$ cat config.mk
export PLATFORM = sky130hd
export DESIGN_NAME = llg_spin_euler_step_flat
export DESIGN_NICKNAME = d
export VERILOG_FILES = /design/src/rtl/llgs_pkg.sv /design/src/rtl/llgs_req_if.sv /design/src/rtl/llgs_rsp_if.sv /design/src/rtl/llg_spin_euler_step.sv /design/src/rtl/llgs_mul.sv /design/src/flat_wrapper.sv
export SDC_FILE = /design/constraint.sdc
export NUM_CORES = 2
export LEC_CHECK = 0
export CAP_MARGIN = 20
export CORE_MARGIN = 3
export CORE_UTILIZATION = 40
export DETAILED_ROUTE_END_ITERATION = 10
export DONT_BUFFER_PORTS = 1
export PLACE_DENSITY = 0.59
export SKIP_LAST_GASP = 1
export SYNTH_ARGS = -nofsm -noshare
export SYNTH_HDL_FRONTEND = slang
export SYNTH_SLANG_ARGS = --single-unit
$ cat constraint.sdc
create_clock -name clk_i -period 11.2 [get_ports clk_i]
set_input_delay 1.68 -clock clk_i [delete_from_list [all_inputs] [get_ports clk_i]]
set_output_delay 1.68 -clock clk_i [all_outputs]
set_load 0.01 [all_outputs]
$ cat src/rtl/llgs_pkg.sv
// ----------------------------------------------------------------------------
// llgs_pkg: shared definitions for the spin Euler step block
// Default widths, register indexes, microcode word layout and the control
// store of the step program.
// ----------------------------------------------------------------------------
package llgs_pkg;

  localparam int unsigned VALUE_WIDTH_DEF = 32;
  localparam int unsigned FRAC_BITS_DEF   = 28;

  localparam int unsigned CFG_IDX_W = 3;
  localparam int unsigned UPC_W     = 5;

  // Request kinds on the req channel.
  localparam logic REQ_LOAD = 1'b0;
  localparam logic REQ_STEP = 1'b1;

  // Reset codes in Q4.28; rescaled when the fraction width differs.
  localparam logic [63:0] ONE_Q28       = 64'd268435456;
  localparam logic [63:0] PREFACTOR_Q28 = 64'd265777686;
  localparam logic [63:0] DAMPING_Q28   = 64'd26843546;
  localparam logic [63:0] TIME_STEP_Q28 = 64'd2684355;

  typedef enum logic [CFG_IDX_W-1:0] {
    REG_FIELD_X   = 3'd0,
    REG_FIELD_Y   = 3'd1,
    REG_FIELD_Z   = 3'd2,
    REG_PREFACTOR = 3'd3,
    REG_DAMPING   = 3'd4,
    REG_TIME_STEP = 3'd5
  } cfg_reg_e;

  // Operand and destination selects of the datapath.
  typedef enum logic [3:0] {
    SEL_SX, SEL_SY, SEL_SZ,
    SEL_HX, SEL_HY, SEL_HZ,
    SEL_AX, SEL_AY, SEL_AZ,
    SEL_BX, SEL_BY, SEL_BZ,
    SEL_T,  SEL_DAMP, SEL_PREF, SEL_DT
  } opnd_e;

  typedef enum logic [2:0] {
    ALU_NONE,
    ALU_MOV,
    ALU_ADD,
    ALU_SUB,
    ALU_LOAD
  } alu_e;

  typedef enum logic [1:0] {
    SEQ_NEXT,
    SEQ_BR_LOAD,
    SEQ_END
  } seq_e;

  typedef enum logic [1:0] {
    ST_IDLE,
    ST_RUN,
    ST_DONE
  } state_e;

  typedef struct packed {
    opnd_e             mul_a;
    opnd_e             mul_b;
    alu_e              alu;
    opnd_e             left;
    opnd_e             dst;
    seq_e              seq;
    logic [UPC_W-1:0]  target;
  } ucode_t;

  localparam logic [UPC_W-1:0] LOAD_ADDR = 5'd22;

  function automatic logic [127:0] rescale_q28(input logic [63:0] q28,
                                               input int unsigned frac);
    logic [127:0] wide;
    wide = {64'd0, q28};
    if (frac >= 28) begin
      return wide << (frac - 28);
    end
    return wide >> (28 - frac);
  endfunction

  function automatic ucode_t uw(input opnd_e a, input opnd_e b, input alu_e op,
                                input opnd_e left, input opnd_e dst, input seq_e seq);
    ucode_t w;
    w.mul_a  = a;
    w.mul_b  = b;
    w.alu    = op;
    w.left   = left;
    w.dst    = dst;
    w.seq    = seq;
    w.target = LOAD_ADDR;
    return w;
  endfunction

  // Each word issues one product and retires the product issued by the word
  // before it.
  function automatic ucode_t ucode_rom(input logic [UPC_W-1:0] addr);
    ucode_t w;
    case (addr)
      5'd0:  w = uw(SEL_SY,   SEL_HZ, ALU_NONE, SEL_T,  SEL_T,  SEQ_BR_LOAD);
      5'd1:  w = uw(SEL_SZ,   SEL_HY, ALU_MOV,  SEL_T,  SEL_T,  SEQ_NEXT);
      5'd2:  w = uw(SEL_SZ,   SEL_HX, ALU_SUB,  SEL_T,  SEL_AX, SEQ_NEXT);
      5'd3:  w = uw(SEL_SX,   SEL_HZ, ALU_MOV,  SEL_T,  SEL_T,  SEQ_NEXT);
      5'd4:  w = uw(SEL_SX,   SEL_HY, ALU_SUB,  SEL_T,  SEL_AY, SEQ_NEXT);
      5'd5:  w = uw(SEL_SY,   SEL_HX, ALU_MOV,  SEL_T,  SEL_T,  SEQ_NEXT);
      5'd6:  w = uw(SEL_SX,   SEL_AY, ALU_SUB,  SEL_T,  SEL_AZ, SEQ_NEXT);
      5'd7:  w = uw(SEL_SY,   SEL_AX, ALU_MOV,  SEL_T,  SEL_T,  SEQ_NEXT);
      5'd8:  w = uw(SEL_SY,   SEL_AZ, ALU_SUB,  SEL_T,  SEL_BZ, SEQ_NEXT);
      5'd9:  w = uw(SEL_SZ,   SEL_AY, ALU_MOV,  SEL_T,  SEL_T,  SEQ_NEXT);
      5'd10: w = uw(SEL_SZ,   SEL_AX, ALU_SUB,  SEL_T,  SEL_BX, SEQ_NEXT);
      5'd11: w = uw(SEL_SX,   SEL_AZ, ALU_MOV,  SEL_T,  SEL_T,  SEQ_NEXT);
      5'd12: w = uw(SEL_DAMP, SEL_BX, ALU_SUB,  SEL_T,  SEL_BY, SEQ_NEXT);
      5'd13: w = uw(SEL_DAMP, SEL_BY, ALU_ADD,  SEL_AX, SEL_AX, SEQ_NEXT);
      5'd14: w = uw(SEL_PREF, SEL_AX, ALU_ADD,  SEL_AY, SEL_AY, SEQ_NEXT);
      5'd15: w = uw(SEL_DAMP, SEL_BZ, ALU_MOV,  SEL_T,  SEL_AX, SEQ_NEXT);
      5'd16: w = uw(SEL_PREF, SEL_AY, ALU_ADD,  SEL_AZ, SEL_AZ, SEQ_NEXT);
      5'd17: w = uw(SEL_AX,   SEL_DT, ALU_MOV,  SEL_T,  SEL_AY, SEQ_NEXT);
      5'd18: w = uw(SEL_PREF, SEL_AZ, ALU_SUB,  SEL_SX, SEL_SX, SEQ_NEXT);
      5'd19: w = uw(SEL_AY,   SEL_DT, ALU_MOV,  SEL_T,  SEL_AZ, SEQ_NEXT);
      5'd20: w = uw(SEL_AZ,   SEL_DT, ALU_SUB,  SEL_SY, SEL_SY, SEQ_NEXT);
      5'd21: w = uw(SEL_SX,   SEL_SX, ALU_SUB,  SEL_SZ, SEL_SZ, SEQ_END);
      5'd22: w = uw(SEL_SX,   SEL_SX, ALU_LOAD, SEL_T,  SEL_SX, SEQ_END);
      default: w = uw(SEL_SX, SEL_SX, ALU_NONE, SEL_T,  SEL_T,  SEQ_END);
    endcase
    return w;
  endfunction

endpackage

$ cat src/rtl/llgs_req_if.sv
// ----------------------------------------------------------------------------
// llgs_req_if: request channel
// Carries a load or step request with the spin components to load.
// ----------------------------------------------------------------------------
interface llgs_req_if #(
  parameter int unsigned VALUE_WIDTH = llgs_pkg::VALUE_WIDTH_DEF
);
  logic                          valid;
  logic                          ready;
  logic                          req_type;
  logic signed [VALUE_WIDTH-1:0] load_x;
  logic signed [VALUE_WIDTH-1:0] load_y;
  logic signed [VALUE_WIDTH-1:0] load_z;

  modport source (output valid, req_type, load_x, load_y, load_z, input ready);
  modport sink   (input valid, req_type, load_x, load_y, load_z, output ready);
endinterface

$ cat src/rtl/llgs_rsp_if.sv
// ----------------------------------------------------------------------------
// llgs_rsp_if: result channel
// Carries the spin vector after each request.
// ----------------------------------------------------------------------------
interface llgs_rsp_if #(
  parameter int unsigned VALUE_WIDTH = llgs_pkg::VALUE_WIDTH_DEF
);
  logic                          valid;
  logic                          ready;
  logic signed [VALUE_WIDTH-1:0] spin_out_x;
  logic signed [VALUE_WIDTH-1:0] spin_out_y;
  logic signed [VALUE_WIDTH-1:0] spin_out_z;

  modport source (output valid, spin_out_x, spin_out_y, spin_out_z, input ready);
  modport sink   (input valid, spin_out_x, spin_out_y, spin_out_z, output ready);
endinterface

$ cat src/rtl/llg_spin_euler_step.sv
// ----------------------------------------------------------------------------
// llg_spin_euler_step: Landau-Lifshitz-Gilbert spin integrator
// Holds a spin vector and moves it one explicit Euler step per step request,
// under a small microcode program driving one shared multiplier.
// ----------------------------------------------------------------------------
// Usage. Requests arrive on the req channel and each request gives exactly
// one transfer on the rsp channel, carrying the spin vector after it. A
// request with req_type low loads the spin from load_x/y/z; with req_type
// high the block computes A = S x H, B = S x A and subtracts
// prefactor * (A + damping * B) * dt from S, all in signed fixed point with
// saturation.
// Program. A step runs 22 microcode words, one per multiplier issue, since the
// single multiplier is the only product unit and every word issues one
// product; a load runs two words. A request is taken in the idle state, runs
// its program, and in the done state its result is copied into the output
// register once that is free or being emptied.
// Stalls. The output register holds a finished result while the next request
// is accepted and computed; only if a second result is ready before the first
// has been taken does the block wait, and it takes no request meanwhile.
// Reset puts spin (1, 0, 0), field (0, 0, 1), damping, prefactor and time step
// at their default codes. The user must write configuration through cfg_we_i,
// cfg_index_i and cfg_data_i only while idle; the block does not enforce it.
// ----------------------------------------------------------------------------
module llg_spin_euler_step #(
  parameter int unsigned VALUE_WIDTH = llgs_pkg::VALUE_WIDTH_DEF,
  parameter int unsigned FRAC_BITS   = llgs_pkg::FRAC_BITS_DEF
) (
  input  logic                                 clk_i,
  input  logic                                 rst_ni,
  input  logic                                 cfg_we_i,
  input  logic [llgs_pkg::CFG_IDX_W-1:0]       cfg_index_i,
  input  logic [((VALUE_WIDTH > FRAC_BITS) ? VALUE_WIDTH : FRAC_BITS + 1)-1:0]
                                               cfg_data_i,
  llgs_req_if.sink                             req,
  llgs_rsp_if.source                           rsp
);
  import llgs_pkg::*;

  localparam int unsigned W   = VALUE_WIDTH;
  localparam int unsigned OPW = (VALUE_WIDTH > FRAC_BITS) ? VALUE_WIDTH : FRAC_BITS + 1;

  localparam logic [127:0] ONE_R  = rescale_q28(ONE_Q28, FRAC_BITS);
  localparam logic [127:0] PREF_R = rescale_q28(PREFACTOR_Q28, FRAC_BITS);
  localparam logic [127:0] DAMP_R = rescale_q28(DAMPING_Q28, FRAC_BITS);
  localparam logic [127:0] DT_R   = rescale_q28(TIME_STEP_Q28, FRAC_BITS);

  localparam logic signed [W-1:0] VMAX = {1'b0, {(W-1){1'b1}}};
  localparam logic signed [W-1:0] VMIN = {1'b1, {(W-1){1'b0}}};

  // Configuration registers.
  logic signed [W-1:0]     field_x_q, field_y_q, field_z_q;
  logic        [W-2:0]     pref_q, damp_q;
  logic        [FRAC_BITS:0] dt_q;

  // Spin state and scratch registers of the step program.
  logic signed [W-1:0] sx_q, sy_q, sz_q;
  logic signed [W-1:0] ax_q, ay_q, az_q;
  logic signed [W-1:0] bx_q, by_q, bz_q;
  logic signed [W-1:0] t_q;

  // Request captured at the transfer.
  logic                req_type_q;
  logic signed [W-1:0] load_x_q, load_y_q, load_z_q;

  // Result register.
  logic                out_valid_q;
  logic signed [W-1:0] out_x_q, out_y_q, out_z_q;

  state_e              state_q, state_d;
  logic [UPC_W-1:0]    upc_q, upc_d;
  ucode_t              uword;

  logic                req_take;
  logic                run;
  logic                out_load;

  logic signed [OPW-1:0] src [16];
  logic signed [OPW-1:0] mul_a, mul_b;
  logic signed [W-1:0]   mul_res;
  logic signed [W-1:0]   left_val;
  logic signed [W:0]     sum;
  logic signed [W-1:0]   alu_res;
  logic                  wr_en;

  assign uword    = ucode_rom(upc_q);
  assign req_take = req.valid && req.ready;

  // ---------------------------------------------------------------------------
  // Sequencer state machine.
  // ---------------------------------------------------------------------------
  always_comb begin
    state_d = state_q;
    case (state_q)
      ST_IDLE: begin
        if (req.valid) begin
          state_d = ST_RUN;
        end
      end
      ST_RUN: begin
        if (uword.seq == SEQ_END) begin
          state_d = ST_DONE;
        end
      end
      ST_DONE: begin
        if (!out_valid_q || rsp.ready) begin
          state_d = ST_IDLE;
        end
      end
      default: state_d = ST_IDLE;
    endcase
  end

  always_comb begin
    req.ready = 1'b0;
    run       = 1'b0;
    out_load  = 1'b0;
    case (state_q)
      ST_IDLE: req.ready = 1'b1;
      ST_RUN:  run       = 1'b1;
      ST_DONE: out_load  = !out_valid_q || rsp.ready;
      default: ;
    endcase
  end

  // The step counter restarts at every request; the first word branches to
  // the load word when the request is a load.
  always_comb begin
    upc_d = upc_q;
    if (req_take) begin
      upc_d = '0;
    end else if (run) begin
      if (uword.seq == SEQ_BR_LOAD && req_type_q == REQ_LOAD) begin
        upc_d = uword.target;
      end else if (uword.seq != SEQ_END) begin
        upc_d = upc_q + 1'b1;
      end
    end
  end

  always_ff @(posedge clk_i or negedge rst_ni) begin
    if (!rst_ni) begin
      state_q <= ST_IDLE;
      upc_q   <= '0;
    end else begin
      state_q <= state_d;
      upc_q   <= upc_d;
    end
  end

  always_ff @(posedge clk_i) begin
    if (req_take) begin
      req_type_q <= req.req_type;
      load_x_q   <= req.load_x;
      load_y_q   <= req.load_y;
      load_z_q   <= req.load_z;
    end
  end

  // ---------------------------------------------------------------------------
  // Configuration writes. Unknown indexes are ignored.
  // ---------------------------------------------------------------------------
  always_ff @(posedge clk_i or negedge rst_ni) begin
    if (!rst_ni) begin
      field_x_q <= '0;
      field_y_q <= '0;
      field_z_q <= ONE_R[W-1:0];
      pref_q    <= PREF_R[W-2:0];
      damp_q    <= DAMP_R[W-2:0];
      dt_q      <= DT_R[FRAC_BITS:0];
    end else if (cfg_we_i) begin
      case (cfg_reg_e'(cfg_index_i))
        REG_FIELD_X:   field_x_q <= cfg_data_i[W-1:0];
        REG_FIELD_Y:   field_y_q <= cfg_data_i[W-1:0];
        REG_FIELD_Z:   field_z_q <= cfg_data_i[W-1:0];
        REG_PREFACTOR: pref_q    <= cfg_data_i[W-2:0];
        REG_DAMPING:   damp_q    <= cfg_data_i[W-2:0];
        REG_TIME_STEP: dt_q      <= cfg_data_i[FRAC_BITS:0];
        default: ;
      endcase
    end
  end

  // ---------------------------------------------------------------------------
  // Datapath. Values are sign-extended to the multiplier width; the
  // coefficient registers are unsigned and zero-extended.
  // ---------------------------------------------------------------------------
  always_comb begin
    src[SEL_SX]   = OPW'(sx_q);
    src[SEL_SY]   = OPW'(sy_q);
    src[SEL_SZ]   = OPW'(sz_q);
    src[SEL_HX]   = OPW'(field_x_q);
    src[SEL_HY]   = OPW'(field_y_q);
    src[SEL_HZ]   = OPW'(field_z_q);
    src[SEL_AX]   = OPW'(ax_q);
    src[SEL_AY]   = OPW'(ay_q);
    src[SEL_AZ]   = OPW'(az_q);
    src[SEL_BX]   = OPW'(bx_q);
    src[SEL_BY]   = OPW'(by_q);
    src[SEL_BZ]   = OPW'(bz_q);
    src[SEL_T]    = OPW'(t_q);
    src[SEL_DAMP] = OPW'(damp_q);
    src[SEL_PREF] = OPW'(pref_q);
    src[SEL_DT]   = OPW'(dt_q);
  end

  assign mul_a    = src[uword.mul_a];
  assign mul_b    = src[uword.mul_b];
  assign left_val = src[uword.left][W-1:0];

  llgs_mul #(
    .VALUE_WIDTH (VALUE_WIDTH),
    .FRAC_BITS   (FRAC_BITS),
    .OPW         (OPW)
  ) u_mul (
    .clk_i (clk_i),
    .a_i   (mul_a),
    .b_i   (mul_b),
    .res_o (mul_res)
  );

  // The retired product, or its saturating sum or difference with a register.
  always_comb begin
    sum = '0;
    case (uword.alu)
      ALU_ADD: sum = {left_val[W-1], left_val} + {mul_res[W-1], mul_res};
      ALU_SUB: sum = {left_val[W-1], left_val} - {mul_res[W-1], mul_res};
      default: sum = {mul_res[W-1], mul_res};
    endcase
    if (sum[W] != sum[W-1]) begin
      alu_res = sum[W] ? VMIN : VMAX;
    end else begin
      alu_res = sum[W-1:0];
    end
  end

  assign wr_en = run && (uword.alu == ALU_MOV || uword.alu == ALU_ADD ||
                         uword.alu == ALU_SUB);

  always_ff @(posedge clk_i) begin
    if (wr_en) begin
      case (uword.dst)
        SEL_AX: ax_q <= alu_res;
        SEL_AY: ay_q <= alu_res;
        SEL_AZ: az_q <= alu_res;
        SEL_BX: bx_q <= alu_res;
        SEL_BY: by_q <= alu_res;
        SEL_BZ: bz_q <= alu_res;
        SEL_T:  t_q  <= alu_res;
        default: ;
      endcase
    end
  end

  always_ff @(posedge clk_i or negedge rst_ni) begin
    if (!rst_ni) begin
      sx_q <= ONE_R[W-1:0];
      sy_q <= '0;
      sz_q <= '0;
    end else if (run && uword.alu == ALU_LOAD) begin
      sx_q <= load_x_q;
      sy_q <= load_y_q;
      sz_q <= load_z_q;
    end else if (wr_en) begin
      case (uword.dst)
        SEL_SX: sx_q <= alu_res;
        SEL_SY: sy_q <= alu_res;
        SEL_SZ: sz_q <= alu_res;
        default: ;
      endcase
    end
  end

  // ---------------------------------------------------------------------------
  // Output register: filled when the program has finished and the slot is
  // free or being emptied in the same cycle.
  // ---------------------------------------------------------------------------
  always_ff @(posedge clk_i or negedge rst_ni) begin
    if (!rst_ni) begin
      out_valid_q <= 1'b0;
    end else if (out_load) begin
      out_valid_q <= 1'b1;
    end else if (rsp.ready) begin
      out_valid_q <= 1'b0;
    end
  end

  always_ff @(posedge clk_i) begin
    if (out_load) begin
      out_x_q <= sx_q;
      out_y_q <= sy_q;
      out_z_q <= sz_q;
    end
  end

  assign rsp.valid      = out_valid_q;
  assign rsp.spin_out_x = out_x_q;
  assign rsp.spin_out_y = out_y_q;
  assign rsp.spin_out_z = out_z_q;

endmodule

$ cat src/rtl/llgs_mul.sv
// ----------------------------------------------------------------------------
// llgs_mul: shared fixed-point multiplier
// Registered signed product, then arithmetic shift by the fraction width and
// saturation to the value width.
// ----------------------------------------------------------------------------
module llgs_mul #(
  parameter int unsigned VALUE_WIDTH = llgs_pkg::VALUE_WIDTH_DEF,
  parameter int unsigned FRAC_BITS   = llgs_pkg::FRAC_BITS_DEF,
  parameter int unsigned OPW         = (VALUE_WIDTH > FRAC_BITS) ? VALUE_WIDTH
                                                                 : FRAC_BITS + 1
) (
  input  logic                          clk_i,
  input  logic signed [OPW-1:0]         a_i,
  input  logic signed [OPW-1:0]         b_i,
  output logic signed [VALUE_WIDTH-1:0] res_o
);
  import llgs_pkg::*;

  localparam int unsigned PW = 2 * OPW;

  logic signed [PW-1:0]            prod_d;
  logic signed [PW-1:0]            prod_q;
  logic signed [PW-1:0]            shifted;
  logic        [PW-VALUE_WIDTH:0]  upper;
  logic                            in_range;

  assign prod_d = PW'(a_i) * PW'(b_i);

  always_ff @(posedge clk_i) begin
    prod_q <= prod_d;
  end

  assign shifted  = prod_q >>> FRAC_BITS;
  assign upper    = shifted[PW-1:VALUE_WIDTH-1];
  assign in_range = (&upper) | ~(|upper);

  always_comb begin
    if (in_range) begin
      res_o = shifted[VALUE_WIDTH-1:0];
    end else if (shifted[PW-1]) begin
      res_o = {1'b1, {(VALUE_WIDTH-1){1'b0}}};
    end else begin
      res_o = {1'b0, {(VALUE_WIDTH-1){1'b1}}};
    end
  end

endmodule

$ cat src/flat_wrapper.sv
// flat-port wrapper written by rule: the top's interface ports become plain ports
module llg_spin_euler_step_flat import llgs_pkg::*;
#(
  parameter int unsigned VALUE_WIDTH = llgs_pkg::VALUE_WIDTH_DEF,
  parameter int unsigned FRAC_BITS   = llgs_pkg::FRAC_BITS_DEF
)
  (clk_i, rst_ni, cfg_we_i, cfg_index_i, cfg_data_i, req_valid, req_req_type, req_load_x, req_load_y, req_load_z, req_ready, rsp_valid, rsp_spin_out_x, rsp_spin_out_y, rsp_spin_out_z, rsp_ready);
  llgs_req_if #(.VALUE_WIDTH(VALUE_WIDTH)) req_i ();
  llgs_rsp_if #(.VALUE_WIDTH(VALUE_WIDTH)) rsp_i ();
  input  logic clk_i;
  input  logic rst_ni;
  input  logic cfg_we_i;
  input  logic [llgs_pkg::CFG_IDX_W-1:0] cfg_index_i;
  input  logic [((VALUE_WIDTH > FRAC_BITS) ? VALUE_WIDTH : FRAC_BITS + 1)-1:0] cfg_data_i;
  input wire logic [$bits(req_i.valid)-1:0] req_valid;
  input wire logic [$bits(req_i.req_type)-1:0] req_req_type;
  input wire logic [$bits(req_i.load_x)-1:0] req_load_x;
  input wire logic [$bits(req_i.load_y)-1:0] req_load_y;
  input wire logic [$bits(req_i.load_z)-1:0] req_load_z;
  output wire logic [$bits(req_i.ready)-1:0] req_ready;
  output wire logic [$bits(rsp_i.valid)-1:0] rsp_valid;
  output wire logic [$bits(rsp_i.spin_out_x)-1:0] rsp_spin_out_x;
  output wire logic [$bits(rsp_i.spin_out_y)-1:0] rsp_spin_out_y;
  output wire logic [$bits(rsp_i.spin_out_z)-1:0] rsp_spin_out_z;
  input wire logic [$bits(rsp_i.ready)-1:0] rsp_ready;
  assign req_i.valid = req_valid;
  assign req_i.req_type = req_req_type;
  assign req_i.load_x = req_load_x;
  assign req_i.load_y = req_load_y;
  assign req_i.load_z = req_load_z;
  assign req_ready = req_i.ready;
  assign rsp_valid = rsp_i.valid;
  assign rsp_spin_out_x = rsp_i.spin_out_x;
  assign rsp_spin_out_y = rsp_i.spin_out_y;
  assign rsp_spin_out_z = rsp_i.spin_out_z;
  assign rsp_i.ready = rsp_ready;
  llg_spin_euler_step #(.VALUE_WIDTH(VALUE_WIDTH), .FRAC_BITS(FRAC_BITS)) u_core (.clk_i(clk_i), .rst_ni(rst_ni), .cfg_we_i(cfg_we_i), .cfg_index_i(cfg_index_i), .cfg_data_i(cfg_data_i), .req(req_i), .rsp(rsp_i));
endmodule
# After elaboration in Yosys (flattened, before gate mapping)
# Memories as Yosys holds them, arrays and structs flattened.
# Cells that the tools add are included.
[totals] wordCells=142 rom_bits=672 memories=1 register_bits=772
[op_classes] n_eq_ne=27 addsub=3 multipliers=1 n_bitwise=6 n_lt_le_gt_ge=3 n_reduce_logical=38 muxes=36
[mem_list] memory="(name not given)" depth=32 word_bits=21 rd=1 rd_clocked_by_memory_dff=0 wr=0 line="llgs_pkg.sv:101" text="case (addr)"
[op_table] operator="two-way mux 32 bit" n=19
[op_table] operator="binary-select mux 32 bit (select 4 bit)" n=3
[op_table] operator="case mux 33 bit (2 select lines)" n=1
[op_table] operator="multiplier 32 x 32 -> 64 bit" n=1
[op_table] operator="AND reduction 2 bit" n=17
[op_table] operator="adder 32 x 32 -> 33 bit" n=1
[op_table] operator="subtractor 32 x 32 -> 33 bit" n=1
[op_table] operator="equality test 4 bit (second input constant)" n=5
[op_table] operator="two-way mux 5 bit" n=4
[op_table] operator="greater-or-equal comparator 5 bit (second input constant)" n=3
[op_table] operator="NOT 4 -> 5 bit" n=3
[op_table] operator="equality test 3 x 2 -> 1 bit (second input constant)" n=4
[op_table] operator="nonzero test 2 bit" n=6
[op_table] operator="equality test 3 bit (second input constant)" n=3
[op_table] operator="equality test 4 x 3 -> 1 bit (second input constant)" n=2
[op_table] operator="equality test 3 x 1 -> 1 bit (second input constant)" n=2
[op_table] operator="two-way mux 2 bit" n=3
[op_table] operator="case mux 2 bit (3 select lines)" n=1
[op_table] operator="adder 5 x 1 -> 5 bit (second input constant)" n=1
[op_table] operator="two-way mux 1 bit" n=5
[op_table] operator="AND reduction 5 bit" n=1
[op_table] operator="OR reduction 5 bit" n=1
[op_table] operator="equality test 2 x 1 -> 1 bit (second input constant)" n=2
[op_table] operator="equality test 2 bit (second input constant)" n=2
[op_table] operator="other kinds (15)" n=23

# Depth between registers and ports, before layout
# An unclocked memory read counts as a cell.
[logic_depth] ltp_word=12 depth_mapped=46

# Hierarchy
# A second synthesis with hierarchy kept.
[hier_totals] cells_unflattened=7860 area_unflattened_um2=78053.6
[modules_own_cells] module="llg_spin_euler_step" cells_per_inst=3983 seq_area_each_um2=19859.0 n_inst=1 area_each_um2=41471.0
[modules_own_cells] module="llgs_mul" cells_per_inst=3877 seq_area_each_um2=720.7 n_inst=1 area_each_um2=36582.6

# Worst setup path before layout
# Ideal clock, no wire load.
[synth_timing] path_kind="register to register" startpoint="reg u_core.upc_q[0]" endpoint="reg u_core.u_mul.prod_q[62]" setup_slack_ns=0.135 n_path_buf=7 stages_incl_launch_ff=44 t_arrival_ns=10.970 setup_ns=0.095 required_time_ns=11.105 cell_sequence="dfrtp_1 > buf_2 > inv_1 > ha_1 > a21o_1 > o32ai_2 > nor2_1 > buf_2 > buf_2 > buf_1 > clkbuf_1 > nand2_1 > a21oi_1 > a221oi_1 > nand2_1 > a21oi_1 > a31oi_1 > clkbuf_1 > [... 8 more ...] > inv_1 > fa_1 > inv_1 > fa_1 > inv_1 > fa_1 > ha_1 > clkbuf_1 > a21o_1 > a21o_1 > a21o_1 > a21o_1 > a31o_2 > a2111oi_0 > or3_1 > o21ai_0 > or2_1 > o311ai_1"
[synth_between] elab_chain_cells=6
[synth_rtl] item="start, declared" line="llg_spin_euler_step.sv:70" text="logic [UPC_W-1:0] upc_q, upc_d;"
[synth_rtl] item="start signal, assigned" line="llg_spin_euler_step.sv:146" text="upc_q <= upc_d;"
[synth_rtl] item="memory read (32 x 21 bit) *"
[synth_rtl] item="NOT 4 -> 5 bit (on tied branches)" line="llg_spin_euler_step.sv:206, llg_spin_euler_step.sv:207"
[synth_rtl] item="binary-select mux 32 bit (select 4 bit) (on tied branches)" line="llg_spin_euler_step.sv:206, llg_spin_euler_step.sv:207"
[synth_rtl] item="two-way mux 32 bit (on tied branches) (2 in series)" line="llg_spin_euler_step.sv:206, llg_spin_euler_step.sv:207"
[synth_rtl] item="multiplier 32 x 32 -> 64 bit *" line="llgs_mul.sv:27" text="assign prod_d = PW'(a_i) * PW'(b_i);"
[synth_rtl] item="net u_core.u_mul.prod_d[62]" line="llgs_mul.sv:21" text="logic signed [PW-1:0] prod_d;"
[synth_rtl] item="end signal, assigned" line="llgs_mul.sv:30" text="prod_q <= prod_d;"
[synth_rtl] item="end, declared" line="llgs_mul.sv:22" text="logic signed [PW-1:0] prod_q;"
# The timed path passes the listed nets; every way through them passes the cells marked *. The select of a mux whose other input is x is not followed.
# A chain may end at the register's enable or synchronous reset.

# Final worst setup path
# Ends and elaborated chain as after synthesis.

==> out/qor.csv <==
stage;metric;value;unit
run_status;status;complete, no violations;
yosys;yosys_most_used_dff;edfxtp_1;
cells_and_area;top_register;u_core.u_mul.prod_q;
clock_tree;clk_latency;740;ps
grt;grt_pass1_vias;67280;
sta;finalSetupViolations;0;
cells_and_area;nets;9969;
clock_tree;clk_path_buf_depth;3;
grt;grt_max_degree;292;
run;maxCapViolCount;0;
critical_path;crit_start;u_core.upc_q[0];
drt;wire_per_inst;30.15;µm
clock_tree;cts_buffers;83;
die;core-area;193000;µm²
clock_tree;cts.htree.levels;3;
yosys;yosys.area.top_type_share;27.83;%
die;placementRows;161;
sta;fin_ws;320.9;ps
sta;finClkSkew;71.08;ps
die;ios;235;
yosys;ys_warn_count;0;
sta;fin_crit_sh;97.13;%
yosys;syn_area_per_cell;9.194;µm²
yosys;synth_cell_types;107;
cells_and_area;drive_gt1_share;12.91;%
drt;first_pass_iters;9;
cells_and_area;final_util;45.36;%
grt;grt_pass1_wl;484000;µm
grt;overflow;0;
critical_path;reg2reg_from;u_core.upc_q[0];
clock_tree;path_clk_slew;60;ps
yosys;synth_area_leaders;fa_1 28%, edfxtp_1 16%, dfrtp_1 7.9%, nand2_1 7.9%, inv_1 4.9%;
sta;final.min_clock_period;10880;ps
cells_and_area;stdcell_count;11140;
sta;fin_setup_tns;0;ps
yosys;synthArstFlopShare;39.11;%
hold_path;hp-start;u_core.load_x_q[31];
critical_path;required;11810;ps
critical_path;cp_slowest_stage_delay;620;ps
drt;via_count;67910;
critical_path;worst_path_max_delay_cell;fa_1;
clock_tree;cts_sinks;744;
placed_design;place_ws;79.40;ps
critical_path;crit_top_cell;fa_1;
yosys;yosysSeqAreaShare;26.44;%
critical_path;cp-start-kind;register;
sta;rsz0062_at_grt;no;
drt;drtIter0Drc;8444;
hold_path;min_delay_path_depth;2;
grt;grt_usage;33.45;%
yosys;yosys.area.top_type;fa_1;
die;dieArea;199900;µm²
placed_design;gp_congestion;0.9975;
sta;relSlewSlack;17.18;%
placed_design;dp.cells;10950;
critical_path;crit_fanout;47;
yosys;synth_edf_count;417;
placed_design;port_buffers;0;
clock_tree;cts_root_buf;clkbuf_16;
hold_path;hold_path_class;reg -> reg;
drt;drcViolationCount;0;
critical_path;reg2regPathDepth;36;
cells_and_area;largest_reg_flops;36;
yosys;syn_area;77830;µm²
clock_tree;cts_tree;done;
cells_and_area;area_delta_synth_final;12.47;%
grt;antenna_found_initial;22;
die;die_h;447.1;µm
sta;worstMarginPinSlew;1242;ps
yosys;synth_nets;9906;
placed_design;place_hpwl;255400;µm
sta;hold_viol;0;
die;start_util;40.33;%
sta;timing.fmax;0.09192;GHz
critical_path;cp.arrival;11490;ps
yosys;synth_cells;8465;
die;die_w;447.1;µm
critical_path;critPathKind;reg -> reg;
critical_path;end_kind;register;
drt;post_drt_via_cell_ratio;6.098;
drt;wirelength;335800;µm
clock_tree;cts_hold_buf;0;
yosys;synth-seq-cells;744;
sta;finalMaxSlewViolations;0;
drt;ant_nets;0;
==> final timing paths <==
check                                                to  slack (ps)
worst max-delay path            u_core.u_mul.prod_q[62]         320
worst min-delay path                    u_core.sx_q[31]         450
worst max register to register  u_core.u_mul.prod_q[62]         320
worst min register to register          u_core.sx_q[31]         450
max in group asynchronous              u_core.pref_q[8]        9660
min in group asynchronous               u_core.sx_q[30]         670
==> worst max-delay path, delay by kind of cell, from the launching register on <==
kind                     cells  cell delay [ps]
AO/OA/AOI/OAI               12             2320
multiplexers                 2              610
adder cells (fa/ha/maj)     10             4630
flip-flops                   1              390
AND/OR/NAND/NOR              6             1240
buffers and inverters        6             1480
==> timing repair <==
item / in CTS / in global routing
resized for setup: 0 / 42
setup buffers: 0 / 17
endpoints found under the setup margin: 0 / 27
==> synthesized netlist by cell type (101+ instances only) <==
cell type / n
nand2_1: 1641
fa_1: 1082
inv_1: 1015
nor2_1: 687
clkbuf_1: 421
edfxtp_1: 417
a21oi_1: 339
nand3_1: 279
dfrtp_1: 247
ha_1: 222
mux2_2: 192
and3_1: 190
o21ai_0: 171
mux2i_1: 157
a31oi_1: 117
a21o_1: 115
a311oi_1: 101
==> cells in the final DEF (no fill, tap or decap), drive strengths merged, types with 68 or more instances in the layout <==
cell type | netlist | layout
a21o | 115 | 115
a21oi | 341 | 341
a221oi | 99 | 99
a311oi | 101 | 101
a31oi | 117 | 117
and3 | 190 | 190
buf | 123 | 520
clkbuf | 421 | 108
dfrtp | 247 | 247
edfxtp | 417 | 417
fa | 1082 | 1082
ha | 222 | 222
inv | 1017 | 1027
mux2 | 193 | 193
mux2i | 157 | 157
nand2 | 1646 | 1646
nand2b | 73 | 73
nand3 | 279 | 279
nor2 | 692 | 692
nor3 | 80 | 80
o21ai | 230 | 230
o221ai | 68 | 68
==> cell type report <==
type                       count  area (µm²)
clock inverter                49       599.3
timing repair buffer         521        5020
sequential                   744       20580
clock buffer                 107        2258
fill                       18540      105500
tap                         2526        3161
multi-input combinational   6159       52050
antenna                       12       30.03
inverter                    1019        3831
==> layer usage <==
metal  vias to the layer above  wire length (µm)  global-route usage (%)
met5                         -               291                       0
met4                        12             20050                   16.06
met3                       842             38400                   9.045
met2                      4258            144500                   49.82
met1                     34670            132600                   45.13
li1                      28130                 -                       -
==> per-stage QoR <==
step	area, µm²	hold WS, ps
finish	87530	450.9
global route	87500	496.2
floorplan	77830	426.0
detailed placement	84240	439.4
global placement	84220	440.7
CTS	87090	455.6
==> cell families (layout without fill, tap and decap cells) <==
| family | Yosys count | after routing | share of synthesized area (%) |
|---|---|---|---|
| other | 0 | 12 | 0 |
| AND/OR/NAND/NOR | 3100 | 3101 | 17.10 |
| XOR/XNOR | 88 | 88 | 0.9903 |
| flip-flops | 744 | 744 | 26.44 |
| AO/OA/AOI/OAI | 1312 | 1312 | 11.49 |
| multiplexers | 354 | 354 | 4.928 |
| buffers and inverters | 1563 | 1696 | 7.649 |
| adder cells (fa/ha/maj) | 1304 | 1304 | 31.40 |
Power is left out: the tool's default activity adds up to more than one toggle a clock period on the data nets, which glitch-free logic cannot reach.
